## config.mk

```make
export PLATFORM = sky130hd
export DESIGN_NAME = trained_branch_direction_table
export DESIGN_NICKNAME = d
export VERILOG_FILES = /design/src/design/tbdt_pkg.sv /design/src/design/tbdt_ctrl.sv /design/src/design/tbdt_dp.sv /design/src/design/trained_branch_direction_table.sv
export SDC_FILE = /design/constraint.sdc
export NUM_CORES = 2
export LEC_CHECK = 0
export ABC_AREA = 1
export BUFFER_PORTS_ARGS = -buffer_cell sky130_fd_sc_hd__buf_2
export CAP_MARGIN = 20
export CELL_PAD_IN_SITES_DETAIL_PLACEMENT = 1
export CELL_PAD_IN_SITES_GLOBAL_PLACEMENT = 1
export CORE_ASPECT_RATIO = 0.5
export CORE_MARGIN = 2
export CORE_UTILIZATION = 56
export DETAILED_ROUTE_END_ITERATION = 16
export MAX_ROUTING_LAYER = met4
export PLACE_DENSITY_LB_ADDON = 0.12
export SYNTH_ARGS = -nofsm -noshare
export SYNTH_HDL_FRONTEND = slang
export SYNTH_SLANG_ARGS = --single-unit
```

## constraint.sdc

```tcl
create_clock -name clk -period 12.4 [get_ports clk]
set_input_delay 0.62 -clock clk [delete_from_list [all_inputs] [get_ports clk]]
set_output_delay 0.62 -clock clk [all_outputs]
set_load 0.01 [all_outputs]
```

## src/design/tbdt_pkg.sv

```systemverilog
// tbdt_pkg: shared constants, types and control structs for the trained
// branch direction table
// no dependencies
package tbdt_pkg;

	localparam int TABLE_ENTRIES = 64;
	localparam int IDX_W = $clog2(TABLE_ENTRIES);
	localparam int CNT_W = IDX_W + 1;
	localparam int ADDR_W = 32;
	localparam int CNT8_W = 8;
	localparam int CTR_W = 32;
	localparam int PADDR_W = 3;
	localparam int PDATA_W = 32;

	// register map, by word index
	localparam logic REG_TRAINING_WINDOW = 1'b0;
	localparam logic [CNT8_W-1:0] WINDOW_RESET = 8'd8;

	// input kinds
	localparam logic KIND_PREDICT = 1'b0;
	localparam logic KIND_RESOLVE = 1'b1;

	typedef enum logic [1:0] {
		MODE_FREE      = 2'd0,
		MODE_TRAIN     = 2'd1,
		MODE_TAKEN     = 2'd2,
		MODE_NOT_TAKEN = 2'd3
	} mode_t;

	typedef enum logic [1:0] {
		ST_IDLE   = 2'd0,
		ST_SCAN   = 2'd1,
		ST_UPDATE = 2'd2
	} state_t;

	// one table entry as held in the entry memory
	typedef struct packed {
		logic [ADDR_W-1:0] addr;
		logic [CNT8_W-1:0] hits;
		logic [CNT8_W-1:0] outcomes;
	} entry_t;

	// controller to datapath
	typedef struct packed {
		logic load;
		logic scan;
		logic update;
	} cmd_t;

	// datapath to controller
	typedef struct packed {
		logic scan_last;
	} sts_t;

endpackage

```

## src/design/tbdt_ctrl.sv

```systemverilog
// tbdt_ctrl: sequencing state machine for the trained branch direction table
// depends on tbdt_pkg
module tbdt_ctrl
	import tbdt_pkg::*;
(
	input  logic clk,
	input  logic arst_n,
	input  logic start,
	input  sts_t sts,
	output logic busy,
	output cmd_t cmd
);

	state_t state_q;
	state_t state_next;

	// state register
	always_ff @(posedge clk or negedge arst_n) begin
		if (!arst_n) begin
			state_q <= ST_IDLE;
		end else begin
			state_q <= state_next;
		end
	end

	// next state
	always_comb begin
		state_next = state_q;
		case (state_q)
			ST_IDLE: begin
				if (start) state_next = ST_SCAN;
			end
			ST_SCAN: begin
				if (sts.scan_last) state_next = ST_UPDATE;
			end
			ST_UPDATE: begin
				state_next = ST_IDLE;
			end
			default: begin
				state_next = ST_IDLE;
			end
		endcase
	end

	// outputs
	always_comb begin
		busy = 1'b1;
		cmd = '0;
		case (state_q)
			ST_IDLE: begin
				busy = 1'b0;
				cmd.load = start;
			end
			ST_SCAN: begin
				cmd.scan = 1'b1;
			end
			ST_UPDATE: begin
				cmd.update = 1'b1;
			end
			default: begin
				busy = 1'b1;
			end
		endcase
	end

endmodule

```

## src/design/tbdt_dp.sv

```systemverilog
// tbdt_dp: entry memory, mode flags, search datapath, training update and
// global counters
// depends on tbdt_pkg
module tbdt_dp
	import tbdt_pkg::*;
(
	input  logic              clk,
	input  logic              arst_n,
	input  cmd_t              cmd,
	output sts_t              sts,
	input  logic [CNT8_W-1:0] window,
	input  logic              kind,
	input  logic [ADDR_W-1:0] branch_address,
	input  logic              was_correct,
	output logic              done,
	output logic              predict_taken,
	output logic [CTR_W-1:0]  total_resolved,
	output logic [CTR_W-1:0]  total_correct
);

	entry_t entry_mem [TABLE_ENTRIES];
	mode_t  mode_q [TABLE_ENTRIES];

	// latched beat
	logic              kind_q;
	logic [ADDR_W-1:0] addr_q;
	logic              correct_q;

	// scan state
	logic [CNT_W-1:0] ptr_q;
	logic             rd_vld_s1;
	logic [IDX_W-1:0] rd_idx_s1;
	entry_t           rd_data_s1;
	logic             issue;
	mode_t            cur_mode;
	logic             cur_hit;
	logic             cur_free;

	// search results
	logic              found_q;
	logic [IDX_W-1:0]  hit_idx_q;
	mode_t             hit_mode_q;
	logic [CNT8_W-1:0] hit_hits_q;
	logic [CNT8_W-1:0] hit_outc_q;
	logic              free_found_q;
	logic [IDX_W-1:0]  free_idx_q;

	// update
	logic [CNT8_W-1:0] half;
	logic [CNT8_W-1:0] new_hits;
	logic [CNT8_W-1:0] new_outc;
	logic [CNT8_W-1:0] miss_cnt;
	logic              wr_en;
	logic [IDX_W-1:0]  wr_idx;
	entry_t            wr_data;
	mode_t             wr_mode;
	logic              taken;

	logic              done_q;
	logic              taken_q;
	logic [CTR_W-1:0]  resolved_q;
	logic [CTR_W-1:0]  correct_cnt_q;

	assign issue = cmd.scan && (ptr_q < CNT_W'(TABLE_ENTRIES));
	assign sts.scan_last = (ptr_q == CNT_W'(TABLE_ENTRIES));

	assign cur_mode = mode_q[rd_idx_s1];
	assign cur_hit  = rd_vld_s1 && (cur_mode != MODE_FREE) && (rd_data_s1.addr == addr_q);
	assign cur_free = rd_vld_s1 && (cur_mode == MODE_FREE);

	// beat capture
	always_ff @(posedge clk) begin
		if (cmd.load) begin
			kind_q    <= kind;
			addr_q    <= branch_address;
			correct_q <= was_correct;
		end
	end

	// entry memory: one write port, one registered read port
	always_ff @(posedge clk) begin
		if (wr_en) begin
			entry_mem[wr_idx] <= wr_data;
		end
		if (issue) begin
			rd_data_s1 <= entry_mem[ptr_q[IDX_W-1:0]];
		end
	end

	// scan pointer and read tracking
	always_ff @(posedge clk or negedge arst_n) begin
		if (!arst_n) begin
			ptr_q     <= '0;
			rd_vld_s1 <= 1'b0;
		end else if (cmd.load) begin
			ptr_q     <= '0;
			rd_vld_s1 <= 1'b0;
		end else begin
			rd_vld_s1 <= issue;
			if (issue) ptr_q <= ptr_q + CNT_W'(1);
		end
	end

	always_ff @(posedge clk) begin
		if (issue) rd_idx_s1 <= ptr_q[IDX_W-1:0];
	end

	// first match and first free slot
	always_ff @(posedge clk or negedge arst_n) begin
		if (!arst_n) begin
			found_q      <= 1'b0;
			free_found_q <= 1'b0;
		end else if (cmd.load) begin
			found_q      <= 1'b0;
			free_found_q <= 1'b0;
		end else begin
			if (cur_hit) found_q <= 1'b1;
			if (cur_free) free_found_q <= 1'b1;
		end
	end

	always_ff @(posedge clk) begin
		if (cur_hit && !found_q) begin
			hit_idx_q  <= rd_idx_s1;
			hit_mode_q <= cur_mode;
			hit_hits_q <= rd_data_s1.hits;
			hit_outc_q <= rd_data_s1.outcomes;
		end
		if (cur_free && !free_found_q) begin
			free_idx_q <= rd_idx_s1;
		end
	end

	// training arithmetic, all 8-bit wrapping
	assign half     = window >> 1;
	assign new_hits = hit_hits_q + CNT8_W'(correct_q);
	assign new_outc = hit_outc_q + CNT8_W'(1);
	assign miss_cnt = new_outc - new_hits;

	// entry update decision
	always_comb begin
		wr_en   = 1'b0;
		wr_idx  = hit_idx_q;
		wr_data = '{addr: addr_q, hits: new_hits, outcomes: hit_outc_q};
		wr_mode = MODE_TRAIN;
		taken   = 1'b0;
		case (kind_q)
			KIND_PREDICT: begin
				taken = !(found_q && (hit_mode_q == MODE_NOT_TAKEN));
				if (!found_q && free_found_q) begin
					wr_en   = cmd.update;
					wr_idx  = free_idx_q;
					wr_data = '{addr: addr_q, hits: '0, outcomes: '0};
					wr_mode = MODE_TRAIN;
				end
			end
			KIND_RESOLVE: begin
				if (found_q && (hit_mode_q == MODE_TRAIN)) begin
					wr_en = cmd.update;
					if (new_hits > half) begin
						wr_mode = MODE_TAKEN;
					end else begin
						wr_data.outcomes = new_outc;
						if ((new_outc >= new_hits) && (miss_cnt > half)) begin
							wr_mode = MODE_NOT_TAKEN;
						end
					end
				end
			end
			default: begin
				wr_en = 1'b0;
			end
		endcase
	end

	// mode flags, cleared to free by reset
	always_ff @(posedge clk or negedge arst_n) begin
		if (!arst_n) begin
			for (int i = 0; i < TABLE_ENTRIES; i++) begin
				mode_q[i] <= MODE_FREE;
			end
		end else if (wr_en) begin
			mode_q[wr_idx] <= wr_mode;
		end
	end

	// global counters and result strobe
	always_ff @(posedge clk or negedge arst_n) begin
		if (!arst_n) begin
			done_q        <= 1'b0;
			resolved_q    <= '0;
			correct_cnt_q <= '0;
		end else begin
			done_q <= cmd.update;
			if (cmd.update && (kind_q == KIND_RESOLVE)) begin
				resolved_q <= resolved_q + CTR_W'(1);
				if (correct_q) correct_cnt_q <= correct_cnt_q + CTR_W'(1);
			end
		end
	end

	always_ff @(posedge clk) begin
		if (cmd.update) taken_q <= taken;
	end

	assign done           = done_q;
	assign predict_taken  = taken_q;
	assign total_resolved = resolved_q;
	assign total_correct  = correct_cnt_q;

endmodule

```

## src/design/trained_branch_direction_table.sv

```systemverilog
// trained_branch_direction_table: top level, config register, controller and datapath
// start is taken in idle; the search then reads one entry per cycle and compares it, and the
// update state writes the entry and registers the result strobe (done); a new item is taken only
// once the block is back in idle, as busy shows; done never stalls
// reset: async, table modes all free, counters zero, training_window 8
// depends on tbdt_pkg, tbdt_ctrl, tbdt_dp
module trained_branch_direction_table
	import tbdt_pkg::*;
(
	input  logic               clk,
	input  logic               arst_n,
	input  logic               psel,
	input  logic               penable,
	input  logic               pwrite,
	input  logic [PADDR_W-1:0] paddr,
	input  logic [PDATA_W-1:0] pwdata,
	output logic [PDATA_W-1:0] prdata,
	output logic               pready,
	input  logic               start,
	output logic               busy,
	input  logic               kind,
	input  logic [ADDR_W-1:0]  branch_address,
	input  logic               was_correct,
	output logic               done,
	output logic               predict_taken,
	output logic [CTR_W-1:0]   total_resolved,
	output logic [CTR_W-1:0]   total_correct
);

	logic [CNT8_W-1:0] window_q;
	logic              reg_sel;
	cmd_t              cmd;
	sts_t              sts;

	assign pready  = 1'b1;
	assign reg_sel = paddr[PADDR_W-1];

	// training window register
	always_ff @(posedge clk or negedge arst_n) begin
		if (!arst_n) begin
			window_q <= WINDOW_RESET;
		end else if (psel && penable && pwrite && (reg_sel == REG_TRAINING_WINDOW)) begin
			window_q <= pwdata[CNT8_W-1:0];
		end
	end

	// register readback
	always_comb begin
		prdata = '0;
		if (reg_sel == REG_TRAINING_WINDOW) prdata = PDATA_W'(window_q);
	end

	tbdt_ctrl u_ctrl (
		.clk    (clk),
		.arst_n (arst_n),
		.start  (start),
		.sts    (sts),
		.busy   (busy),
		.cmd    (cmd)
	);

	tbdt_dp u_dp (
		.clk            (clk),
		.arst_n         (arst_n),
		.cmd            (cmd),
		.sts            (sts),
		.window         (window_q),
		.kind           (kind),
		.branch_address (branch_address),
		.was_correct    (was_correct),
		.done           (done),
		.predict_taken  (predict_taken),
		.total_resolved (total_resolved),
		.total_correct  (total_correct)
	);

	// accepted beat always enters the busy window
	a_start_busy: assert property (@(posedge clk) disable iff (!arst_n)
		(start && !busy) |=> busy)
		else $error("accepted beat did not raise busy");

	// end of work always comes with a result strobe
	a_fall_done: assert property (@(posedge clk) disable iff (!arst_n)
		$fell(busy) |-> done)
		else $error("busy fell without a result");

	// one strobe per item
	a_done_single: assert property (@(posedge clk) disable iff (!arst_n)
		done |=> !done)
		else $error("result strobe lasted more than one cycle");

	// resolved counter only moves with a result
	a_ctr_stable: assert property (@(posedge clk) disable iff (!arst_n)
		!$stable(total_resolved) |-> done)
		else $error("resolved counter changed outside a result");

endmodule
```

After elaboration in Yosys (flattened, before gate mapping) --
Memories as Yosys holds them, arrays and structs flattened. A register that Yosys moved wholly into a read port is not among the register bits. Index checks and enable logic that the tools add are counted.
Storage, ports and cells: output and inout port bits 100, memories 1, flip-flop bits (word level) 284, memory bits (writable) 3072
Operators by class: reduce and logical (&&, ||, !) cells 26, magnitude comparators 7, multiplexer cells 37, bitwise operators 4, equal/unequal tests 8, add/sub/neg operators 6
Memory list:
- u_dp.entry_mem | depth 64, bits a word 48, read ports 1, clocked after Yosys merged registers in 1, wr ports 1, line tbdt_dp.sv:21 | entry_t entry_mem [TABLE_ENTRIES];
Operator list (count):
- $bwmux 128 | 1
- $add 32x1->32 const B | 2
- $eq 32x32->1 | 1
- $mux 8 | 4
- $gt 8x7->1 | 2
- $mux 16 | 1
- $mux 2 | 8
- $pmux 8 s2 | 1
- $logic_and 1x1->1 | 15
- $ge 7x7->1 const B | 2
- $mux 7 | 2
- $not 6->7 | 2
- $mux 1 | 13
- $bmux 2 s6 | 1
- $demux 2 s6 | 1
- $mux 6 | 2
- $add 8x1->8 | 1
- $add 8x1->8 const B | 1
- $ge 8x8->1 | 1
- $pmux 2 s2 | 2
- $reduce_bool 2->1 | 4
- $sub 8x8->8 | 1
- $add 7x1->7 const B | 1
- $eq 7x7->1 const B | 1
- 10 further kinds | 18

Depth between registers and ports, before layout --
depth after elaboration 10, depth in mapped cells 21

Modules after synthesis --
A second synthesis with hierarchy kept.
Unflattened totals: cells, all modules 10476, area, all modules 135195.9 um^2
By module, submodules not included:
- tbdt_dp | seq. area each 100901.8 um^2, instances 1, area an instance 134479.0 um^2, cells an instance 10380
- trained_branch_direction_table | seq. area each 201.4 um^2, instances 1, area an instance 610.6 um^2, cells an instance 81
- tbdt_ctrl | seq. area each 50.0 um^2, instances 1, area an instance 106.4 um^2, cells an instance 15

Least setup slack after synthesis --
OpenSTA, ideal clock, no wires.
path kind register -> register, start point register u_dp.kind_q, end point memory u_dp.entry_mem[4][0] (netlist bit), enable pin, arrival 4.804 ns, buffers on the path 2, path slack 7.080 ns, setup time 0.515 ns, period minus slack after synthesis 5.320 ns, stages on the path, launching flop included 12, path through edfxtp_1 > buf_4 > inv_2 > nand2_8 > inv_2 > buf_6 > or2_4 > o21ai_4 > inv_2 > nor2_4 > nand2_2 > nor3_1
Between the ends: word-level cells in the longest chain between the ends 4, elaborated cells on any way between the ends 5
Ends and longest elaborated chain:
- from (decl) | line tbdt_dp.sv:25 | logic kind_q;
- from (signal assigned) | line tbdt_dp.sv:74 | kind_q <= kind;
- $not 1->1 | line tbdt_dp.sv:147 | case (kind_q)
- $pmux 1 s2 | line tbdt_dp.sv:147
- $mux 1 | line tbdt_dp.sv:82 | if (wr_en) begin
- $mux 1 (not written as such) | line tbdt_dp.sv:83 | entry_mem[wr_idx] <= wr_data;
- to (decl) | line tbdt_dp.sv:21
Several ways; a longest one is shown, not always the timed one.

Worst setup path after layout --
start point register u_dp.ptr_q[0], end point register, netlist name u_dp.rd_data_s1[31]
Between the ends: word-level cells in the longest chain between the ends 2
Ends and longest elaborated chain:
- from (decl) | line tbdt_dp.sv:30 | logic [CNT_W-1:0] ptr_q;
- from (signal assigned) | line tbdt_dp.sv:100 | if (issue) ptr_q <= ptr_q + CNT_W'(1);
- $lt 7x7->1 | line tbdt_dp.sv:64 | assign issue = cmd.scan && (ptr_q < CNT_W'(TABLE_ENTRIES));
- $logic_and 1x1->1 | line tbdt_dp.sv:64
Several ways; a longest one is shown, not always the timed one. A chain may end at the register's enable or synchronous reset.

==> flow_metrics.env <==
export IMPL_cp_top_family="buffers and inverters"
export IMPL_synth_adder_area_share_pct=0.275
export IMPL_grt_pass1_wl_mm=661
export IMPL_p_leak_nw=49.7
export IMPL_drt_wl_total_mm=467
export IMPL_yosys_area_top_type="edfxtp_1"
export IMPL_first_pass_iters=8
export IMPL_rsz0062_at_grt="no"
export IMPL_path_buf_inv=4
export IMPL_hold_violations=0
export IMPL_die_area_sq_um=245000
export IMPL_ys_seq_area_share_pct=75.0
export IMPL_netSwitchingFraction_pct=19.9
export IMPL_yosysTopAreaCellShare_pct=71.0
export IMPL_min_period_over_period_pct=43.6
export IMPL_place_gp_congestion=0.839
export IMPL_hold_path_class="in2reg"
export IMPL_postRouteAntennaNets=0
export IMPL_hpwl_mm=245
export IMPL_maxCapViolCount=0
export IMPL_crit_start="u_dp.ptr_q[0]$_DFFE_PN0P_"
export IMPL_syn_to_final_growth_pct=10.9
export IMPL_cts_max_level=5
export IMPL_p_int_w=0.0176
export IMPL_numClockSinks=3404
export IMPL_synth_cells=10400
export IMPL_start_util_pct=56.3
export IMPL_r2r_start="u_dp.ptr_q[0]$_DFFE_PN0P_"
export IMPL_netlist_top_cells_area="edfxtp_1 (71%), o21ai_0 (6.0%), nor2_1 (4.8%)"
export IMPL_async_flop_share_pct=6.26
export IMPL_grt_pass1_vias=94700
export IMPL_post_dp_cell_area_sq_um=139000
export IMPL_layout_nets=10500
export IMPL_min_period_ns=5.41
export IMPL_critical_path_class="reg2reg"
export IMPL_start_kind="flop"
export IMPL_cp_depth=10
export IMPL_end_kind="flop"
export IMPL_outcome="finished, final reports clean"
export IMPL_yosysWarnings=0
export IMPL_synth_avg_cell_area_sq_um=13.0
export IMPL_tns_ns=0
export IMPL_grt_max_degree=199
export IMPL_arrival_ns=6.17
export IMPL_synthMuxAreaShare_pct=0
export IMPL_synth_simple_area_share_pct=9.84
export IMPL_synth_edf_count=3191
export IMPL_clk_path_buf_depth=4
export IMPL_rr_endpoint="u_dp.rd_data_s1[31]$_DFFE_PP_"
export IMPL_peakVddDrop_mv=0.128
export IMPL_synthFlopType="edfxtp_1"
export IMPL_wl_per_cell_um=33.7
export IMPL_core_rowCount=127
export IMPL_fin_area_sq_um=150000
export IMPL_setup_viol=0
export IMPL_worst_pin_slew_ns=1.24
export IMPL_syn_area_sq_um=135000
export IMPL_multi_input_area_sq_um=30600
export IMPL_drive_above_1_share_pct=8.96
export IMPL_portBuffers=123
export IMPL_clock_power_share_pct=43.4
export IMPL_crit_top_cell="nand3_1"
export IMPL_r2r_slack_ns=6.99
export IMPL_grt_remaining_overflow=0
export IMPL_r2r_cells=10
export IMPL_report_final_slew_viol_count=0
export IMPL_max_stage_delay_ns=0.97
export IMPL_finalClockSkew_ns=0.0420
export IMPL_cpMaxStageDelayCell="buf_4"
export IMPL_synth_top_family_by_area="compound AO/OA/AOI/OAI gates"
export IMPL_path_clk_slew_ns=0.07
export IMPL_synthDistinctLibCells=56
export IMPL_cts_hold_repair_buffers=41
export IMPL_clock_root_buffer="clkbuf_16"
export IMPL_route_detailed_drc=0
export IMPL_die_h_um=351
export IMPL_drt_first_iter_violations=14900
export IMPL_seq_power_share_pct=56.2
export IMPL_slew_headroom_pct=17.6
export IMPL_crit_fanout=194
export IMPL_track_usage_pct=38.6
export IMPL_ios=175
export IMPL_synth_seq_cells=3404
export IMPL_combPwrFrac_pct=0.4
export IMPL_cts_repair_resized=0
export IMPL_synth_xor_area_share_pct=0.532
export IMPL_synth_compound_area_share_pct=11.5
export IMPL_antenna_found_initial=21
export IMPL_clock_fmax_ghz=0.185
export IMPL_path_cells="inv_8 > buf_4 > buf_12 > buf_4 > o21ai_0 > o221ai_1 > nand3_1 > nand3_1 > nand2_1 > nand3_1"
export IMPL_cp_endpoint="u_dp.rd_data_s1[31]$_DFFE_PP_"
export IMPL_cts_tree="done"
export IMPL_dieWidth_um=698
export IMPL_final_seq_area_sq_um=101000
export IMPL_fillers=22800
export IMPL_post_cts_buffers=0
export IMPL_vias=94700
export IMPL_post_drt_via_cell_ratio=6.82
export IMPL_fp_coreArea_sq_um=240000
export IMPL_cellPowerDensity_nw_per_um2=147
export IMPL_p_sw_w=0.00438
export IMPL_clkLatencyLatePin_ns=0.90
export IMPL_cp_data_required_time_ns=13.16
export IMPL_cts_buffers=298
-- cell type report --
type | instances | share of cell area, %
tap | 3225 | 2.70
inverter | 240 | 0.645
multi-input combinational | 6063 | 20.4
timing repair buffer | 421 | 2.18
antenna | 12 | 0.0201
clock buffer | 392 | 5.48
sequential | 3404 | 67.6
clock inverter | 133 | 0.910
-- registers in the layout, indices dropped and copies added (netlist names), 2 cells and up --
name                 cells
window_q                 8
u_dp.free_idx_q          6
u_dp.hit_mode_q          2
u_dp.rd_data_s1         48
u_dp.ptr_q               7
u_dp.hit_idx_q           6
u_ctrl.state_q           2
u_dp.rd_idx_s1           6
u_dp.addr_q             32
u_dp.hit_hits_q          8
u_dp.mode_q            128
u_dp.entry_mem        3072
u_dp.total_correct      32
u_dp.hit_outc_q          8
u_dp.total_resolved     32
-- per-layer routing --
metal  routed length [um]  track usage, %  vias to the layer above
li1                     -               -                    38500
met1               180000            52.1                    48700
met2               211000            58.0                     6388
met3                57400            8.61                     1133
met5                    0               -                        -
met4                18800            14.5                        0
-- worst register-to-register path: stages (launching register included) --
cell and delay, ns:
dfrtp_4 0.67, inv_8 0.65, buf_4 0.82, buf_12 0.61, buf_4 1.28, o21ai_0 0.36, o221ai_1 0.41, nand3_1 0.15
nand3_1 0.15, nand2_1 0.07, nand3_1 0.11
-- synth_stat cells (all sizes together) (66+ instances only) --
cell	count
nand2	914
o221ai	287
o211ai	94
nand3	433
a21oi	152
nand4	66
edfxtp	3191
o22ai	471
clkbuf	593
inv	237
nor2	1755
buf	133
o21ai	1637
dfrtp	212
-- cell families (layout without fill, tap and decap cells) --
logic type                 after synthesis  in the layout
DFF                                   3404           3404
xor gates and xnor gates                82             82
buffers and inverters                  966           1186
and+or+nand+nor                       3239           3239
adders and majority gates               29             29
other                                    2             37
AOI/OAI and AO/OA                     2688           2688
-- power by group through the flow --
stage               Sequential (W)  Combinational (W)  Clock [W]
floorplan                   0.0126          0.0000342          0
global placement            0.0126          0.0000671          0
detailed placement          0.0126          0.0000695          0
CTS                         0.0124          0.0000807    0.00956
global route                0.0124          0.0000930    0.00995
finish                      0.0124          0.0000846    0.00955
-- worst min-delay path by stage --
stage	start	depth (start not counted)	slack, ns	to
CTS	pwdata[2]	3	0.0008	window_q[2]$_DFFE_PN0P_
detailed placement	u_dp.rd_data_s1[4]$_DFFE_PP_	0	0.41	u_dp.hit_outc_q[4]$_DFFE_PP_
finish	pwdata[2]	3	0.05	window_q[2]$_DFFE_PN0P_
global placement	u_dp.rd_data_s1[12]$_DFFE_PP_	0	0.40	u_dp.hit_hits_q[4]$_DFFE_PP_
floorplan	arst_n	0	0.32	u_ctrl.state_q[0]$_DFFE_PN0P_
global route	pwdata[2]	3	0.08	window_q[2]$_DFFE_PN0P_
-- through the flow --
| stage | hold WS (ns) | total power, W | cells | utilization, % | setup WS [ns] |
|---|---|---|---|---|---|
| after global placement | 0.405 | 0.0127 | 13300 | 58.2 | 7.43 |
| after global routing | 0.0753 | 0.0224 | 13900 | 62.4 | 6.87 |
| after detailed placement | 0.406 | 0.0127 | 13300 | 58.2 | 7.36 |
| after floorplan | 0.324 | 0.0127 | 10400 | - | 7.08 |
| after CTS | 0.000817 | 0.0220 | 13900 | 62.4 | 7.22 |
| final | 0.0543 | 0.0220 | 13900 | 62.4 | 6.99 |
-- layout by cell type (no fill, tap or decap), types with 5 or more instances in the layout --
master | netlist | layout
o211ai_1 | 94 | 94
clkinv_1 | 3 | 50
inv_8 | 0 | 5
clkbuf_8 | 0 | 10
xnor2_1 | 22 | 22
xor2_1 | 60 | 60
bufinv_16 | 0 | 27
nand2_2 | 10 | 10
nor2_1 | 1732 | 1676
buf_4 | 30 | 233
dlygate4sd3_1 | 0 | 41
o21ai_0 | 1618 | 1617
clkinv_2 | 0 | 44
diode_2 | 0 | 12
nor2_2 | 15 | 9
o311ai_0 | 6 | 6
clkbuf_1 | 593 | 71
nor2_4 | 8 | 70
nor3_2 | 10 | 10
a31oi_1 | 21 | 21
nand4_1 | 66 | 66
edfxtp_1 | 3191 | 3191
o221ai_1 | 287 | 287
nor4_1 | 14 | 14
clkbuf_16 | 0 | 312
inv_4 | 0 | 10
nand3_1 | 430 | 430
ha_1 | 28 | 28
o21ai_1 | 12 | 12
conb_1 | 2 | 25
nand2_1 | 900 | 900
a21oi_1 | 152 | 152
inv_1 | 218 | 205
buf_2 | 56 | 122
inv_2 | 19 | 18
buf_12 | 0 | 20
nor3_1 | 31 | 30
dfrtp_1 | 212 | 208
o22ai_1 | 471 | 468
a22o_1 | 8 | 8
Power figures use the tool's default switching activity.
